===== config.mk =====
export PLATFORM = sky130hd
export DESIGN_NAME = cwtt_cell
export DESIGN_NICKNAME = d
export VERILOG_FILES = /design/src/rtl/core/cwtt_pkg.sv /design/src/rtl/core/cwtt_cell.sv
export SDC_FILE = /design/constraint.sdc
export NUM_CORES = 2
export LEC_CHECK = 0
export BUFFER_PORTS_ARGS = -buffer_cell sky130_fd_sc_hd__buf_4
export CORE_AREA = 2 2 310 312
export DETAILED_ROUTE_END_ITERATION = 7
export DIE_AREA = 0 0 312 314
export PLACE_DENSITY = 0.83
export SYNTH_ARGS = -nofsm -noshare
export SYNTH_HDL_FRONTEND = slang
export SYNTH_SLANG_ARGS = --single-unit
export TNS_END_PERCENT = 100

===== constraint.sdc =====
create_clock -name clk -period 39.9 [get_ports clk]
set_input_delay 7.98 -clock clk [delete_from_list [all_inputs] [get_ports clk]]
set_output_delay 7.98 -clock clk [all_outputs]
set_load 0.005 [all_outputs]

===== src/rtl/core/cwtt_pkg.sv =====
// cwtt_pkg: shared types and constants for the critical window time tracker
// no dependencies
package cwtt_pkg;

  localparam int unsigned TaskW = 22;
  localparam int unsigned CpuW = 12;
  localparam int unsigned TimeW = 64;
  localparam logic [31:0] InWindowMask = 32'hFFFF_FFFE;

  typedef enum logic [1:0] {
    CMD_NONE   = 2'd0,
    CMD_SWITCH = 2'd1,
    CMD_TICK   = 2'd2
  } cmd_t;

  // request travelling down the cell row
  typedef struct packed {
    cmd_t              cmd;
    logic [TimeW-1:0]  now;
    logic [TaskW-1:0]  prev_task;
    logic [TaskW-1:0]  next_task;
    logic [TaskW-1:0]  task_id;
    logic              in_window;
    logic [TimeW-1:0]  anchor;
    logic              done;      // matched or placed already
    logic              hit;       // insertion pass: no matching slot was found (tick)
    logic              close;     // this cell closed the window
    logic [TimeW-1:0]  raw;
    logic [TimeW-1:0]  off;
    logic [TimeW-1:0]  wait_ns;
  } req_t;

endpackage


===== src/rtl/core/cwtt_cell.sv =====
// cwtt_cell: one table slot; looks at the request passing by and hands it on
// depends on cwtt_pkg
module cwtt_cell (
  input  logic           clk,
  input  logic           rst_n,
  input  cwtt_pkg::req_t req_i,
  input  logic           free_before_i, // an earlier slot is free (for a tick)
  output cwtt_pkg::req_t req_o,
  output logic           free_o
);
  import cwtt_pkg::*;

  logic             valid_r, valid_nxt;
  logic [TaskW-1:0] task_r, task_nxt;
  logic [TimeW-1:0] entry_r, entry_nxt, anchor_r, anchor_nxt;
  logic [TimeW-1:0] ostart_r, ostart_nxt, otot_r, otot_nxt;
  req_t             req_r, req_nxt;
  logic [TimeW-1:0] off_sum;

  assign free_o = !valid_r;

  always_comb begin
    valid_nxt  = valid_r;
    task_nxt   = task_r;
    entry_nxt  = entry_r;
    anchor_nxt = anchor_r;
    ostart_nxt = ostart_r;
    otot_nxt   = otot_r;
    req_nxt    = req_i;
    off_sum    = otot_r + ((ostart_r != '0) ? (req_i.now - ostart_r) : '0);
    unique case (req_i.cmd)
      CMD_SWITCH: begin
        if (valid_r && task_r == req_i.prev_task) begin
          if (ostart_r == '0) ostart_nxt = req_i.now;
          if (task_r == req_i.next_task) begin
            // outgoing then incoming on the same slot
            if (((ostart_r == '0) ? req_i.now : ostart_r) != '0) begin
              otot_nxt = otot_r + (req_i.now - ((ostart_r == '0) ? req_i.now : ostart_r));
              ostart_nxt = '0;
            end
          end
        end else if (valid_r && task_r == req_i.next_task && ostart_r != '0) begin
          otot_nxt   = otot_r + (req_i.now - ostart_r);
          ostart_nxt = '0;
        end
      end
      CMD_TICK: begin
        if (!req_i.done) begin
          if (req_i.hit) begin
            // insertion pass: the first free slot opens
            if (!valid_r && !free_before_i && req_i.in_window) begin
              valid_nxt    = 1'b1;
              task_nxt     = req_i.task_id;
              entry_nxt    = req_i.now;
              anchor_nxt   = req_i.anchor;
              ostart_nxt   = '0;
              otot_nxt     = '0;
              req_nxt.done = 1'b1;
            end
          end else if (valid_r && task_r == req_i.task_id) begin
            req_nxt.done = 1'b1;
            if (!req_i.in_window) begin
              req_nxt.close   = 1'b1;
              req_nxt.raw     = req_i.now - entry_r;
              req_nxt.off     = off_sum;
              req_nxt.wait_ns = (anchor_r < entry_r) ? entry_r - anchor_r : '0;
              valid_nxt       = 1'b0;
            end
          end
        end
      end
      default: ;
    endcase
  end

  always_ff @(posedge clk) begin
    if (!rst_n) begin
      valid_r   <= 1'b0;
      req_r.cmd <= CMD_NONE;
    end else begin
      valid_r <= valid_nxt;
      req_r   <= req_nxt;
    end
    task_r     <= task_nxt;
    entry_r    <= entry_nxt;
    anchor_r   <= anchor_nxt;
    ostart_r   <= ostart_nxt;
    otot_r     <= otot_nxt;
  end

  assign req_o = req_r;

endmodule


==> results.toml <==
[floorplanning]
initial_core_util_pct = 53.0
row_count = 113
fp.coreArea_mm2 = 0.0944
fp.dieH_um = 314
ios = 788
die_area_mm2 = 0.0980
die_x_um = 312

[logic_synthesis]
postSynth.asyncResetShare_pct = 0
yosysWarnings = 0
synth.avg_cell_area_um2 = 9.32
yosys.area.top_type_share_pct = 40.1
synth.yosys.seq_area_share_pct = 40.2
synth.area.top_cells = "edfxtp_1 (40%), ha_1 (9.5%), a21oi_1 (4.8%)"
synth_edf_count = 668
yosys.area.top_type = "edfxtp_1"
synth_ff_type = "edfxtp_1"
syn-instance-count = 5376
synth_nets = 6219
post-synth-top-count-cell = "edfxtp_1"
synth_commonest_cells = "edfxtp_1 (668), inv_1 (550), nand2_1 (507)"
synthesis.area_mm2 = 0.0501
synth.distinct_cells = 91
synth_seq_cells = 671

[worst_setup_path]
critical_path_required_ns = 40.29
crit_path_start_kind = "primary input"
crit_fanout = 6
endpoint_kind = "flop"
crit_type = "primary input to flop"
critPathArrivalTime_ns = 14.05
crit_buf_inv = 2
slowest_stage = "o21ai_0"
cp_top_family = "compound AO/OA/AOI/OAI gates"
max_stage_delay_ns = 0.45

[clock_tree]
ctsLongestPathBuffers = 3
cts_tree = "yes"
h-tree-depth = 3
insertion_delay_ns = 0.68
numCtsBuffers = 75
clock_sinks = 671
post_cts_buffers = 0
clk_pin_slew_ns = 0.06
ctsHoldBuffers = 0
clockRootBuffer = "clkbuf_16"
cts_resized = 0

[sta]
final_hold_viol_count = 0
setup_viol = 0
slew_headroom_pct = 19.1
clock.fmax_ghz = 0.0732
period_needed_ns = 13.66
rsz0062_at_grt = "false"
finalClockSkew_ns = 0.0428
slew_violations = 0
setup_tns_ns = 0
tightest_slew_ns = 1.20
min_period_over_period_pct = 34.2

[place]
port_buffers = 787
dpl.hpwl_um = 146000
finalWeightedCongestion = 1.03
dp_cells = 7228

[final_layout]
area_growth_pct = 18.7
drive_gt1_share_pct = 16.4
instances_no_fill = 7368
nets = 6883
filler_cell_count = 7829

[pwr]
p_leak_uw = 0.0265
p_sw_uw = 627
cellPowerDensity_mw_per_mm2 = 34.5
p_comb_share_pct = 24.6
irDropWorstVdd_v = 0.0000332
total_power_uw = 2050
clock_power_share_pct = 35.0
p_seq_share_pct = 40.4
netSwitchingFraction_pct = 30.5
internal-power_uw = 1430

[grt]
grt_pass1_wl_um = 267000
antenna_found_initial = 6
grt_max_degree = 152
grt_use_total_pct = 36.0
grt_pass1_vias = 42739
grt_overflow = 0

[drt]
drt-total-wl_um = 183000
first_iter_violations = 5812
wl_per_cell_um = 24.9
viasPerCell = 6.16
route.detailed.drc = 0
vias = 45365
firstDrtPassIters = 6
postRouteAntennaNets = 0

[min_path]
hp-class = "flop to flop"

[outcome]
status = "completed"

[run]
maxCapViolCount = 0
through the flow:
step                      setup slack, ns  hold WS, ns  util (%)  instance area, µm²
after floorplan                     14.48        0.540         -               50100
after global placement              25.84        0.592      60.3               56900
after detailed placement            25.77        0.601      60.3               56900
after CTS                           26.43        0.611      62.9               59400
after global routing                26.05        0.668      62.9               59400
final                               26.24        0.608      62.9               59500
worst register-to-register path, cell delays in order (launching register included):
cell and delay (ns):
edfxtp_1 0.54, nor4_1 0.91, nand4_1 0.32, nor4_1 0.47
and3_2 0.25, buf_4 0.47, clkinv_2 0.72, buf_4 0.63
o21ai_0 0.36, fa_1 0.51, inv_1 0.08, ha_1 0.23
a211oi_1 0.40, o21bai_1 0.20, o21ba_2 0.28, a31oi_1 0.54
o21ai_1 0.31, a31o_2 0.35, a31oi_1 0.65, nand2_1 0.21
a31oi_1 0.24, xor2_1 0.21, o22ai_1 0.11
worst paths after layout:
| kind | start | end | slack, ns | cells after the start |
|---|---|---|---|---|
| worst min-delay path | valid_r | valid_r | 0.61 | 2 |
| worst min register to register | valid_r | valid_r | 0.61 | 2 |
| worst max-delay path | req_i[326] | otot_r[61] | 26.24 | 26 |
| worst max register to register | ostart_r[1] | otot_r[59] | 30.62 | 22 |
logic make-up (layout without fill, tap and decap cells):
logic type | count (synthesis) | after routing | share of synthesized area (%)
AOI/OAI and AO/OA | 1636 | 1636 | 20.3
xor gates and xnor gates | 412 | 412 | 7.21
adders and majority gates | 448 | 448 | 12.2
buffers and inverters | 779 | 1503 | 5.97
DFF | 671 | 671 | 40.2
muxes | 15 | 15 | 0.325
other | 0 | 3 | 0
and+or+nand+nor | 1415 | 1415 | 13.8
routing by layer:
metal | track usage [%] | vias up | part of all wire (%)
li1 | - | 20696 | -
met1 | 49.3 | 21633 | 40
met2 | 56.4 | 2671 | 44
met3 | 7.29 | 361 | 11
met4 | 13.8 | 4 | 4.3
met5 | 0 | - | 0.011
layout make-up:
class	instances	area, µm²	share of cell area (%)
sequential	671	20100	33.8
clock inverter	53	604	1.02
timing repair buffer	814	6140	10.3
clock buffer	84	1910	3.21
inverter	552	2080	3.49
antenna	3	7.51	0.0126
multi-input combinational	3926	27000	45.4
tap	1265	1580	2.66
power by group through the flow:
stage | sequential, µW | clock (µW) | combinational [µW]
2_1_floorplan | 846 | 0 | 281
3_3_place_gp | 843 | 0 | 487
3_5_place_dp | 845 | 0 | 490
4_1_cts | 830 | 722 | 493
5_1_grt | 833 | 744 | 542
6_report | 830 | 718 | 506
cell usage in the layout, fill, tap and decap left out, drive strengths merged, types with 17 or more instances in the layout:
| master | Yosys | routed |
|---|---|---|
| a31oi | 55 | 55 |
| a21o | 260 | 260 |
| xor2 | 186 | 186 |
| o21ai | 461 | 461 |
| nand3 | 102 | 102 |
| a21boi | 17 | 17 |
| fa | 68 | 68 |
| nor4 | 59 | 59 |
| clkinv | 0 | 32 |
| and2 | 87 | 87 |
| nor2b | 51 | 51 |
| clkbuf | 204 | 84 |
| buf | 23 | 814 |
| nand2 | 507 | 507 |
| or3 | 18 | 18 |
| o22ai | 20 | 20 |
| o31ai | 26 | 26 |
| nand2b | 50 | 50 |
| inv | 552 | 561 |
| a41oi | 20 | 20 |
| edfxtp | 668 | 668 |
| nor3 | 57 | 57 |
| a211oi | 41 | 41 |
| a21oi | 476 | 476 |
| nand4 | 95 | 95 |
| ha | 380 | 380 |
| o21a | 39 | 39 |
| and3 | 99 | 99 |
| nor2 | 226 | 226 |
| o211ai | 23 | 23 |
| o21bai | 70 | 70 |
| xnor2 | 226 | 226 |
state kept, by name, summed over array words and instances, names as in the netlist:
signal,count
req_o,392
otot_r,64
entry_r,64
anchor_r,64
task_r,22
ostart_r,64
valid_r,1
Power figures use the tool's default switching activity.
